## src/sv/pars_pkg.sv

```systemverilog
// Package for the probe-and-adapt rate selector: shared constants and types.
// No dependencies.
`default_nettype none
package pars_pkg;
    localparam int LADDER_DEPTH_DEF = 16;
    localparam int CFG_IDX_W = 3;
    localparam int CFG_DATA_W = 24;
    localparam logic [2:0] REG_ALPHA = 3'd0;
    localparam logic [2:0] REG_BETA  = 3'd1;
    localparam logic [2:0] REG_KAPPA = 3'd2;
    localparam logic [2:0] REG_W     = 3'd3;
    localparam logic [2:0] REG_EPS   = 3'd4;
    localparam logic [2:0] REG_BMIN  = 3'd5;
    localparam logic [2:0] REG_SEG   = 3'd6;
    localparam logic [2:0] REG_COUNT = 3'd7;
    localparam logic OP_LOAD = 1'b0;

    typedef struct packed {
        logic [0:0]  op;
        logic [3:0]  entry_index;
        logic [31:0] entry_rate;
        logic [31:0] measured_rate;
        logic [31:0] fetch_time;
        logic [15:0] buffer_level;
    } t_in;

    typedef struct packed {
        logic [3:0]  chosen_index;
        logic [31:0] chosen_rate;
        logic [31:0] probe_rate;
        logic [31:0] smoothed_rate;
        logic [31:0] request_interval;
    } t_out;
endpackage
`default_nettype wire

```

## src/sv/pars_if.sv

```systemverilog
// Valid/ready channel interface carrying one payload of type T.
// Depends on nothing; payload type is set by the user.
`default_nettype none
interface pars_if #(parameter type T = logic) (input wire logic i_clk);
    logic valid;
    logic ready;
    T     data;
    modport source (output valid, output data, input ready);
    modport sink   (input valid, input data, output ready);
endinterface
`default_nettype wire

```

## src/sv/probe_and_adapt_rate_selector_core.sv

```systemverilog
// Top level of the probe-and-adapt rate selector.
// Depends on pars_pkg and pars_if.
// A report is worked by up to six bit-serial multiplies (one multiplier bit a cycle),
// a 64-step restoring divider and a walk over the ladder entries; a ladder load
// goes straight to the result register.
// One item is worked at a time; the next is taken once the result register is free.
// Reset (synchronous, active low) restores register defaults and clears state.
`default_nettype none
module probe_and_adapt_rate_selector_core #(
    parameter int LADDER_DEPTH = pars_pkg::LADDER_DEPTH_DEF
) (
    input  wire logic                          i_clk,
    input  wire logic                          i_rst_n,
    input  wire logic                          i_cfg_we,
    input  wire logic [pars_pkg::CFG_IDX_W-1:0] i_cfg_idx,
    input  wire logic [pars_pkg::CFG_DATA_W-1:0] i_cfg_data,
    pars_if.sink                               i_in,
    pars_if.source                             o_out
);
    import pars_pkg::*;

    localparam int AW = $clog2(LADDER_DEPTH);
    localparam int NMAX = (LADDER_DEPTH < 16) ? LADDER_DEPTH : 16;

    // Configuration registers.
    logic [15:0] r_alpha, r_beta, r_kappa, r_eps, r_bmin;
    logic [23:0] r_w, r_seg;
    logic [4:0]  r_count;

    always_ff @(posedge i_clk) begin
        if (!i_rst_n) begin
            r_alpha <= 16'd13107; r_beta <= 16'd13107; r_kappa <= 16'd9175;
            r_w <= '0; r_eps <= 16'd9830; r_bmin <= 16'd44;
            r_seg <= 24'd131072; r_count <= 5'd1;
        end else if (i_cfg_we) begin
            unique case (i_cfg_idx)
                REG_ALPHA: r_alpha <= i_cfg_data[15:0];
                REG_BETA:  r_beta  <= i_cfg_data[15:0];
                REG_KAPPA: r_kappa <= i_cfg_data[15:0];
                REG_W:     r_w     <= i_cfg_data;
                REG_EPS:   r_eps   <= i_cfg_data[15:0];
                REG_BMIN:  r_bmin  <= i_cfg_data[15:0];
                REG_SEG:   r_seg   <= i_cfg_data;
                REG_COUNT: r_count <= i_cfg_data[4:0];
                default: ;
            endcase
        end
    end

    // Effective ladder size, zero acts as one.
    logic [4:0] n_eff;
    always_comb begin
        n_eff = r_count;
        if (n_eff == 5'd0) n_eff = 5'd1;
        if (n_eff > 5'(NMAX)) n_eff = 5'(NMAX);
    end

    // Ladder memory, read through a registered port.
    logic [31:0] r_ladder [LADDER_DEPTH];
    logic [31:0] r_rd;
    logic [AW-1:0] rd_addr;

    typedef enum logic [3:0] {
        S_IDLE, S_T, S_MUL, S_ACC, S_AVG, S_THR, S_WALK, S_PICK,
        S_DIVSET, S_DIV, S_FIN, S_OUT
    } t_state;

    t_state r_state;
    // Step selects which of the shift-add multiplies is running.
    logic [2:0] r_step;
    logic [31:0] r_tgt, r_avg, r_cur, r_nint;
    logic [3:0]  r_lvl;
    logic [31:0] r_bps, r_t;
    logic [15:0] r_buf;
    // Serial multiplier: accumulator, shifting multiplicand and multiplier.
    logic [63:0] r_acc, r_mcand, r_mplier;
    logic [6:0]  r_cnt;
    logic        r_neg;
    logic signed [49:0] r_d;
    logic signed [49:0] r_thr_up, r_thr_dn;
    logic [4:0]  r_wi;
    logic [3:0]  r_up, r_dn;
    logic        r_up_done, r_dn_done;
    logic [1:0]  r_pick;
    logic [63:0] r_rem;
    logic [63:0] r_quo;
    t_out        r_res;
    logic        r_res_v;

    assign rd_addr = AW'(r_state == S_WALK ? r_wi : (r_pick == 2'd0 ? {1'b0, r_up}
                                                                    : {1'b0, r_dn}));

    always_ff @(posedge i_clk) begin
        if (i_in.valid && i_in.ready && i_in.data.op == OP_LOAD
            && 32'(i_in.data.entry_index) < 32'(LADDER_DEPTH))
            r_ladder[AW'(i_in.data.entry_index)] <= i_in.data.entry_rate;
        r_rd <= r_ladder[rd_addr];
    end

    assign i_in.ready = (r_state == S_IDLE) && !r_res_v;
    assign o_out.valid = r_res_v;
    assign o_out.data  = r_res;

    logic signed [49:0] sat_in;
    logic [31:0] sat_o;
    always_comb begin
        if (sat_in < 0) sat_o = '0;
        else if (sat_in > 50'sh0_FFFF_FFFF) sat_o = '1;
        else sat_o = sat_in[31:0];
    end

    logic signed [49:0] step_v;
    assign step_v = r_neg ? -$signed({2'b0, 48'((r_acc + 64'hFFFF) >> 16)})
                          : $signed({2'b0, 48'(r_acc >> 16)});
    always_comb begin
        sat_in = (r_step == 3'd1) ? ($signed({18'b0, r_tgt}) + step_v)
                                  : ($signed({18'b0, r_avg}) + step_v);
    end

    logic signed [49:0] rung;
    assign rung = $signed({2'b0, r_rd, 16'b0});

    // Interval: clamped quotient plus signed buffer feedback.
    logic [31:0] q_c;
    logic signed [49:0] fb, nsum;
    logic [31:0] nint_v;
    assign q_c = (r_quo[63:32] != 0) ? 32'hFFFF_FFFF : r_quo[31:0];
    assign fb = $signed({34'b0, r_beta}) *
                ($signed({34'b0, r_buf}) - $signed({34'b0, r_bmin}));
    assign nsum = $signed({18'b0, q_c}) + fb;
    assign nint_v = (nsum < 0) ? 32'd0 : ((nsum > 50'sh0_FFFF_FFFF) ? 32'hFFFF_FFFF
                                                                      : nsum[31:0]);

    always_ff @(posedge i_clk) begin
        if (!i_rst_n) begin
            r_state <= S_IDLE; r_res_v <= 1'b0;
            r_tgt <= '0; r_avg <= '0; r_cur <= '0; r_lvl <= '0; r_nint <= '0;
        end else begin
            if (o_out.valid && o_out.ready) r_res_v <= 1'b0;
            unique case (r_state)
                S_IDLE: if (i_in.valid && i_in.ready) begin
                    if (i_in.data.op == OP_LOAD) begin
                        r_state <= S_OUT;
                    end else begin
                        r_bps <= i_in.data.measured_rate;
                        r_buf <= i_in.data.buffer_level;
                        r_t <= (r_nint > i_in.data.fetch_time) ? r_nint
                                                               : i_in.data.fetch_time;
                        r_state <= S_T;
                    end
                end
                S_T: begin
                    // Step 0: g = kappa * T. A zero target takes the measured rate
                    // and the average update follows directly.
                    if (r_tgt != 0) begin
                        r_step <= 3'd0;
                        r_mplier <= {48'b0, r_kappa};
                        r_d <= $signed({26'b0, r_w}) -
                               ((r_tgt > r_bps) ? $signed({18'b0, r_tgt - r_bps}) : 50'sd0);
                        r_mcand <= {32'b0, r_t};
                        r_acc <= '0; r_cnt <= '0;
                        r_state <= S_MUL;
                    end else begin
                        r_tgt <= r_bps;
                        r_state <= S_AVG;
                    end
                end
                S_MUL: begin
                    if (r_mplier[0]) r_acc <= r_acc + r_mcand;
                    r_mcand <= r_mcand << 1;
                    r_mplier <= r_mplier >> 1;
                    r_cnt <= r_cnt + 7'd1;
                    if (r_cnt == 7'd63) r_state <= S_ACC;
                end
                S_ACC: begin
                    r_cnt <= '0;
                    unique case (r_step)
                        3'd0, 3'd2: begin
                            // g ready; multiply |d| by g.
                            r_mcand <= {32'b0, r_acc[47:16]};
                            r_neg <= r_d[49];
                            r_mplier <= r_d[49] ? 64'(-r_d) : 64'(r_d);
                            r_acc <= '0;
                            r_step <= r_step + 3'd1;
                            r_state <= S_MUL;
                        end
                        3'd1: begin
                            r_tgt <= sat_o;
                            r_state <= S_AVG;
                        end
                        3'd3: begin
                            r_avg <= sat_o;
                            r_state <= S_THR;
                        end
                        3'd4: begin
                            // eps * avg ready.
                            r_thr_up <= r_thr_dn - $signed({2'b0, r_acc[47:0]});
                            r_wi <= '0; r_up_done <= 1'b0; r_dn_done <= 1'b0;
                            r_up <= 4'(n_eff - 5'd1); r_dn <= 4'(n_eff - 5'd1);
                            r_state <= S_WALK;
                        end
                        default: begin
                            // current * seg product ready for division.
                            r_state <= S_DIVSET;
                        end
                    endcase
                end
                S_AVG: begin
                    if (r_avg != 0) begin
                        r_step <= 3'd2;
                        r_mplier <= {48'b0, r_alpha};
                        r_d <= $signed({18'b0, r_tgt}) - $signed({18'b0, r_avg});
                        r_mcand <= {32'b0, r_t};
                        r_acc <= '0; r_cnt <= '0;
                        r_state <= S_MUL;
                    end else begin
                        r_avg <= r_tgt;
                        r_state <= S_THR;
                    end
                end
                S_THR: begin
                    r_thr_dn <= $signed({2'b0, r_avg, 16'b0}) - $signed({10'b0, r_w, 16'b0});
                    r_step <= 3'd4;
                    r_mcand <= {32'b0, r_avg};
                    r_mplier <= {48'b0, r_eps};
                    r_acc <= '0; r_cnt <= '0;
                    r_state <= S_MUL;
                end
                S_WALK: begin
                    // r_rd holds entry r_wi-1 from the previous cycle.
                    if (r_wi != 5'd0) begin
                        if (!r_up_done && rung > r_thr_up) begin
                            r_up_done <= 1'b1;
                            r_up <= (r_wi > 5'd1) ? 4'(r_wi - 5'd2) : 4'd0;
                        end
                        if (!r_dn_done && rung > r_thr_dn) begin
                            r_dn_done <= 1'b1;
                            r_dn <= (r_wi > 5'd1) ? 4'(r_wi - 5'd2) : 4'd0;
                        end
                    end
                    if (r_wi == n_eff) begin
                        r_pick <= 2'd0;
                        r_state <= S_PICK;
                    end
                    r_wi <= r_wi + 5'd1;
                end
                S_PICK: begin
                    // The up entry is compared first; only when it does not move
                    // the level is the down entry compared.
                    r_pick <= r_pick + 2'd1;
                    if (r_pick == 2'd1 && r_cur < r_rd) begin
                        r_lvl <= r_up; r_cur <= r_rd;
                        r_step <= 3'd5;
                        r_state <= S_DIVSET;
                    end else if (r_pick == 2'd3) begin
                        if (r_cur > r_rd) begin
                            r_lvl <= r_dn; r_cur <= r_rd;
                        end
                        r_step <= 3'd5;
                        r_state <= S_DIVSET;
                    end
                end
                S_DIVSET: begin
                    if (r_step == 3'd5) begin
                        r_step <= 3'd6;
                        r_mcand <= {32'b0, r_cur};
                        r_mplier <= {40'b0, r_seg};
                        r_acc <= '0; r_cnt <= '0;
                        r_state <= (r_avg != 0) ? S_MUL : S_FIN;
                    end else begin
                        r_rem <= '0; r_quo <= r_acc; r_cnt <= '0;
                        r_state <= S_DIV;
                    end
                end
                S_DIV: begin
                    if ({r_rem[62:0], r_quo[63]} >= {32'b0, r_avg}) begin
                        r_rem <= {r_rem[62:0], r_quo[63]} - {32'b0, r_avg};
                        r_quo <= {r_quo[62:0], 1'b1};
                    end else begin
                        r_rem <= {r_rem[62:0], r_quo[63]};
                        r_quo <= {r_quo[62:0], 1'b0};
                    end
                    r_cnt <= r_cnt + 7'd1;
                    if (r_cnt == 7'd63) r_state <= S_FIN;
                end
                S_FIN: begin
                    if (r_avg == 0) r_nint <= '0;
                    else r_nint <= nint_v;
                    r_state <= S_OUT;
                end
                S_OUT: begin
                    r_res <= '{chosen_index: r_lvl, chosen_rate: r_cur, probe_rate: r_tgt,
                               smoothed_rate: r_avg, request_interval: r_nint};
                    r_res_v <= 1'b1;
                    r_state <= S_IDLE;
                end
                default: r_state <= S_IDLE;
            endcase
        end
    end

    // A result is never overwritten before its transfer.
    a_hold: assert property (@(posedge i_clk) disable iff (!i_rst_n)
        r_res_v && !o_out.ready |=> r_res_v && $stable(r_res))
        else $error("result changed while stalled");
    // Input is only taken when the block is free.
    a_busy: assert property (@(posedge i_clk) disable iff (!i_rst_n)
        r_state != S_IDLE |-> !i_in.ready)
        else $error("ready while busy");
    // A result appears only when leaving the output state.
    a_out: assert property (@(posedge i_clk) disable iff (!i_rst_n)
        $rose(r_res_v) |-> $past(r_state) == S_OUT)
        else $error("unexpected result");
endmodule
`default_nettype wire

```

## src/flat_wrapper.sv

```systemverilog
// flat-port wrapper written by rule: the top's interface ports become plain ports
module probe_and_adapt_rate_selector_core_flat import pars_pkg::*;
#(
    parameter int LADDER_DEPTH = pars_pkg::LADDER_DEPTH_DEF
)
  (i_clk, i_rst_n, i_cfg_we, i_cfg_idx, i_cfg_data, i_in_valid, i_in_data, i_in_ready, o_out_valid, o_out_data, o_out_ready);
  pars_if #(.T(t_in)) i_in_i (.i_clk(i_clk));
  pars_if #(.T(t_out)) o_out_i (.i_clk(i_clk));
  input  wire logic i_clk;
  input  wire logic i_rst_n;
  input  wire logic i_cfg_we;
  input  wire logic [pars_pkg::CFG_IDX_W-1:0] i_cfg_idx;
  input  wire logic [pars_pkg::CFG_DATA_W-1:0] i_cfg_data;
  input wire logic [$bits(i_in_i.valid)-1:0] i_in_valid;
  input wire logic [$bits(i_in_i.data)-1:0] i_in_data;
  output wire logic [$bits(i_in_i.ready)-1:0] i_in_ready;
  output wire logic [$bits(o_out_i.valid)-1:0] o_out_valid;
  output wire logic [$bits(o_out_i.data)-1:0] o_out_data;
  input wire logic [$bits(o_out_i.ready)-1:0] o_out_ready;
  assign i_in_i.valid = i_in_valid;
  assign i_in_i.data = i_in_data;
  assign i_in_ready = i_in_i.ready;
  assign o_out_valid = o_out_i.valid;
  assign o_out_data = o_out_i.data;
  assign o_out_i.ready = o_out_ready;
  probe_and_adapt_rate_selector_core #(.LADDER_DEPTH(LADDER_DEPTH)) u_core (.i_clk(i_clk), .i_rst_n(i_rst_n), .i_cfg_we(i_cfg_we), .i_cfg_idx(i_cfg_idx), .i_cfg_data(i_cfg_data), .i_in(i_in_i), .o_out(o_out_i));
endmodule
```

## config.mk

```make
export PLATFORM = sky130hd
export DESIGN_NAME = probe_and_adapt_rate_selector_core_flat
export DESIGN_NICKNAME = d
export VERILOG_FILES = /design/src/sv/pars_pkg.sv /design/src/sv/pars_if.sv /design/src/sv/probe_and_adapt_rate_selector_core.sv /design/src/flat_wrapper.sv
export SDC_FILE = /design/constraint.sdc
export NUM_CORES = 2
export LEC_CHECK = 0
export BUFFER_PORTS_ARGS = -buffer_cell sky130_fd_sc_hd__buf_2
export CAP_MARGIN = 15
export CORE_MARGIN = 2
export CORE_UTILIZATION = 40
export CTS_CLUSTER_SIZE = 14
export DETAILED_ROUTE_END_ITERATION = 10
export PLACE_DENSITY = 0.53
export SETUP_SLACK_MARGIN = 0.15
export SLEW_MARGIN = 20
export SYNTH_ARGS = -nofsm -noshare
export SYNTH_HDL_FRONTEND = slang
export SYNTH_SLANG_ARGS = --single-unit
export TNS_END_PERCENT = 10
```

## constraint.sdc

```tcl
create_clock -name i_clk -period 38.8 [get_ports i_clk]
set_clock_uncertainty 0.15 [all_clocks]
set_input_delay 5.82 -clock i_clk [delete_from_list [all_inputs] [get_ports i_clk]]
set_output_delay 5.82 -clock i_clk [all_outputs]
set_load 0.01 [all_outputs]
```

# Word level (Yosys, flattened, before mapping)

Memory sizes are Yosys's and may differ from the RTL's. A register that Yosys moved wholly into a read port is not among the register bits.
Cells that the tools add are included.

Multiplexer cells: 98
Multipliers: 1
Reduce and logical (&&, ||, !) cells: 62
Equal/unequal tests: 46
Add/sub/neg operators: 20
Bitwise gates (word level): 1
Magnitude comparators: 13

Operators with widths:

| operator                 | number |
|---|---|
| $pmux W64 S6             | 3 |
| $mux W64                 | 15 |
| $mux W32                 | 15 |
| $mux W50                 | 4 |
| $add A33 B50 Y50         | 3 |
| $pmux W32 S2             | 2 |
| $pmux W64 S2             | 1 |
| $mux W63                 | 2 |
| $pmux W63 S2             | 1 |
| $gt A49 B50 Y1           | 2 |
| $gt A50 B33 Y1 const B   | 2 |
| $lt A50 B1 Y1 const B    | 2 |
| $pmux W50 S2             | 1 |
| $gt A32 B32 Y1           | 3 |
| $reduce_bool A32 Y1      | 3 |
| $mux W4                  | 20 |
| $add A64 B16 Y64 const B | 1 |
| $add A64 B64 Y64         | 1 |
| $ge A64 B32 Y1           | 1 |
| $neg A50 Y64             | 1 |
| $sub A63 B32 Y63         | 1 |
| $mul A17 B50 Y50         | 1 |
| $neg A48 Y50             | 1 |
| $sub A25 B50 Y50         | 1 |
| 61 further kinds         | 154 |

Output and inout port bits: 134
Logic and storage cells: 282
Memories kept: 1
Input port bits: 149
Register bits: 979
RAM bits: 512

Memories:

| memory          | words | width | rd ports | clocked after Yosys merged registers in | write ports | line                                     | source |
|---|---|---|---|---|---|---|---|
| u_core.r_ladder | 16    | 32    | 1        | 1                                       | 1           | probe_and_adapt_rate_selector_core.sv:59 | `logic [31:0] r_ladder [LADDER_DEPTH];` |

# Logic depth before layout (Yosys ltp)

Word-level depth: 10
Depth in mapped cells: 45
Mapped depth without buffers: 43

# Least setup slack after synthesis

OpenSTA, ideal clock, no wires.

Path kind: input port to flip-flop
Start: in i_rst_n
End: reg u_core.r_acc[0] (enable)
Data required time: 38224 ps
Setup slack: 21286 ps
Arrival time: 16938 ps
Buffers on the path: 1
Library setup time: 426 ps
Cell stages on the path: 4
Cell sequence: clkbuf_1 nand2_1 nor3_1 o21a_1

Longest elaborated chain between the ends: 1

RTL lines:

| what                        | line                                      | source |
|---|---|---|
| start: declaration          | flat_wrapper.sv:10                        | `input wire logic i_rst_n;` |
| $reduce_and A7 Y1 (no line) | -                                         |  |
| end signal: assignment      | probe_and_adapt_rate_selector_core.sv:169 | `if (r_mplier[0]) r_acc <= r_acc + r_mcand;` |
| end: declaration            | probe_and_adapt_rate_selector_core.sv:76  | `logic [63:0] r_acc, r_mcand, r_mplier;` |

No other way between the ends.
A chain may end at the register's enable or synchronous reset.

# Final worst setup path

Start: reg u_core.r_bmin[1]
End: reg u_core.r_nint[19]

Longest elaborated chain between the ends: 7
Elaborated cells on any way between the ends: 8
Those cells by class: 2 x add/sub; 1 x mul; 2 x order compare; 3 x mux

RTL lines:

| what                     | line                                      | source |
|---|---|---|
| start: declaration       | probe_and_adapt_rate_selector_core.sv:26  | `logic [15:0] r_alpha, r_beta, r_kappa, r_eps, r_bmin;` |
| start signal: assignment | probe_and_adapt_rate_selector_core.sv:42  | `REG_BMIN: r_bmin <= i_cfg_data[15:0];` |
| $sub A16 B16 Y17 (*)     | probe_and_adapt_rate_selector_core.sv:129 | `($signed({34'b0, r_buf}) - $signed({34'b0, r_bmin}));` |
| $mul A17 B50 Y50 (*)     | probe_and_adapt_rate_selector_core.sv:128 | `assign fb = $signed({34'b0, r_beta}) *` |
| $add A33 B50 Y50 (*)     | probe_and_adapt_rate_selector_core.sv:130 | `assign nsum = $signed({18'b0, q_c}) + fb;` |
| $gt A50 B33 Y1           | probe_and_adapt_rate_selector_core.sv:131 | `assign nint_v = (nsum < 0) ? 32'd0 : ((nsum > 50'sh0_FFFF_FFFF) ? 32'hFFFF_FFFF` |
| $mux W32                 | probe_and_adapt_rate_selector_core.sv:131 |  |
| $mux W32 (*)             | probe_and_adapt_rate_selector_core.sv:131 |  |
| $mux W32 (*)             | probe_and_adapt_rate_selector_core.sv:287 | `if (r_avg == 0) r_nint <= '0;` |
| end signal: assignment   | probe_and_adapt_rate_selector_core.sv:288 | `else r_nint <= nint_v;` |
| end: declaration         | probe_and_adapt_rate_selector_core.sv:71  | `logic [31:0] r_tgt, r_avg, r_cur, r_nint;` |

Every way passes the cells marked *; elsewhere a longest branch is shown, timed or not.

==> out/qor.txt <==
Mapped Avg Cell Area: 10.6 um^2
Post-Synth Simple-Gate Area: 0.142
TritonCTS Buffers: 173
H-tree lvl count: 4
XOR/XNOR share of the synthesized area: 0.0392
Post-Syn Area: 0.0926 mm^2
Yosys reg bits: 1505
Clock transition at the registers of the reported paths: 0.06 ns
Most frequent CP cell: o21ai_0
# Post-CTS Setup Buffers: 0
Site row count: 176
Setup TNS: 0 ns
Final hold violation count: 0
Dpl hpwl: 230000 um
Vias: 69100
Gate Count Post-Synth: 8702
Mux contribution to synthesized area: 0.0486
Starting density of the core: 0.402
Hold buffers post-CTS: 0
CTS Root Cell: clkbuf_16
Minimum clock period: 11.49 ns
Vias in the first global route: 67000
Core area: 0.230 mm^2
Share of the core filled with cells: 0.449
Cell family with most CP delay: compound AO/OA/AOI/OAI gates
Critical Path Slowest Stage Cell: o31a_2
Tightest Hold Check Type: reg2reg
Die Span Y: 485 um
Ys flop type: edfxtp_1
Pwr Total: 9060 uW
Post-synth EDFFs: 1203
Nets: 9930
Max incr delay on CP: 0.63 ns
Slew Viols, Final: 0
Via-to-Cell Ratio: 5.71
DR iter-0 viols: 6191
Outcome: completed
Die X: 485 um
Drt wl/cell: 25.7 um
Critical path buffers and inverters: 7
Max rail drop VDD: 221 uV
Synth unique cells: 101
Largest net degree at the start of global routing: 129
Worst Tran Pin Value: 1.20 ns
Worst-path fanout max: 33
Gr ovfl total: 0
Residual DRC: 0
Fin crit share: 0.296
LEAKAGE: 0.0408 uW
Max cap viols: 0
Post-synthesis adder-cell area fraction: 0.145
Setup CP Type: reg2reg
CTS tree: built
Clock Sinks: 1505
Syn Nets: 9720
Commonest non-fill, non-tap cells in the layout: edfxtp_1, nand2_1, inv_1
Syn-to-layout area delta: 11.7%
Max_slew headroom: 0.194
Pwr Density: 87.6 mW/mm^2
Worst hold margin: 0.303 ns
Number of gates resized after CTS: 0
Commonest non-fill, non-tap cell in the layout: edfxtp_1
RSZ-0062 raised after global routing: false
GRT Total Usage: 0.260
Share of cells above drive strength 1: 0.106
Main combinational cell family by area after synthesis: adder cells
Critical Path Sink Type: register
Port-buffer cells: 282
CP Launch Type: register
Worst EP arrival: 12.10 ns
Compound-cell area share of the yosys netlist: 0.120
Initial antenna violation count: 36
Ys Warns: 0
Clock Latency Late Sink: 0.86 ns
I/O Pins: 283
Full die area: 0.235 mm^2
Register area share after synthesis: 0.456
Drt total wl: 311000 um
DRT antenna net count: 0
First-pass DRT Iterations: 8
Routability cong.: 0.967
First-pass GRT wire length: 455000 um
Fmax: 87.0 MHz
Max clock buf depth: 3
Post-synth ARST share: 0
Final setup viols: 0
CP Data Required Time: 39.41 ns
-- where the power goes --
group	total, uW	internal, uW	switching (uW)
combinational	5070	1880	3190
sequential	2330	2060	269
clock	1660	949	709
total	9060	4890	4170
-- flip-flops by register name (all words and copies together), names as in the netlist, 24 cells and up --
signal,count
u_core.r_mcand,64
u_core.r_nint,32
u_core.r_acc,64
u_core.r_quo,64
u_core.r_thr_dn,33
u_core.r_w,24
u_core.r_t,32
u_core.r_bps,32
u_core.r_ladder,512
u_core.r_rem,63
u_core.r_rd,32
u_core.r_mplier,64
u_core.r_thr_up,50
u_core.r_d,49
u_core.r_tgt,32
u_core.r_cur,32
u_core.r_seg,24
u_core.r_avg,32
u_core.o_out.data,132
-- layout make-up --
class | count | area, um^2
Fill cell | 21600 | 127000
Multi-Input combinational cell | 5991 | 46200
Sequential cell | 1505 | 42200
Clock buffer | 234 | 4810
Tap cell | 3026 | 3790
Inverter | 835 | 3140
Timing Repair Buffer | 406 | 2410
Clock inverter | 88 | 906
Antenna cell | 14 | 35.0
-- metrics by stage --
| stage | setup WS [ns] | cell area (um^2) | std cells |
|---|---|---|---|
| floorplan | 21.29 | 92600 | 8702 |
| global placement | 27.08 | 97600 | 11800 |
| detailed placement | 27.06 | 97700 | 11800 |
| CTS | 27.01 | 103000 | 12100 |
| global route | 26.32 | 103000 | 12100 |
| finish | 27.31 | 103000 | 12100 |
-- worst paths after layout --
check                            startpoint                        endpoint  slack, ns  cells past startpoint
max           u_core.r_bmin[1]$_SDFFE_PN0P_  u_core.r_nint[19]$_SDFFE_PN0N_      27.31                     43
min          u_core.r_alpha[7]$_SDFFE_PN0P_  u_core.r_alpha[7]$_SDFFE_PN0P_       0.30                      2
max reg2reg   u_core.r_bmin[1]$_SDFFE_PN0P_  u_core.r_nint[19]$_SDFFE_PN0N_      27.31                     43
min reg2reg  u_core.r_alpha[7]$_SDFFE_PN0P_  u_core.r_alpha[7]$_SDFFE_PN0P_       0.30                      2
-- Yosys cell counts, drive strengths merged (145+ instances only) --
master | count | area [um^2]
a21o | 149 | 1120
a21oi | 532 | 2670
and2 | 162 | 1010
clkbuf | 301 | 1130
dfxtp | 302 | 6050
edfxtp | 1203 | 36100
fa | 336 | 6730
ha | 533 | 6670
inv | 835 | 3130
nand2 | 931 | 3490
nand3 | 271 | 1360
nor2 | 483 | 1810
nor3 | 145 | 759
o21ai | 320 | 1610
xnor2 | 249 | 2180
xor2 | 165 | 1450
-- worst reg2reg max path, delay by kind of cell (launching register included) --
family          cells  cell delay [ns]
compound gates     24             5.57
flops               1             0.37
simple gates        4             1.01
fa+ha+maj           8             3.65
buf+inv             7             0.66
-- routing by layer --
metal / wire length, um / part of all wire / track usage / vias up
met5: 189 / 0.00061 / 0 / -
met4: 14400 / 0.046 / 0.109 / 30
met3: 19200 / 0.062 / 0.0428 / 522
met2: 143000 / 0.46 / 0.414 / 2267
met1: 135000 / 0.43 / 0.352 / 34600
li1: - / - / - / 31700
-- cells by family after synthesis --
group,count (synthesis)
and+or+nand+nor,2708
xor gates and xnor gates,414
other,1
buffers and inverters,1206
DFF,1505
AOI/OAI and AO/OA,1718
adders and majority gates,869
muxes,281
Note: power is estimated with default switching activity, not from simulation.
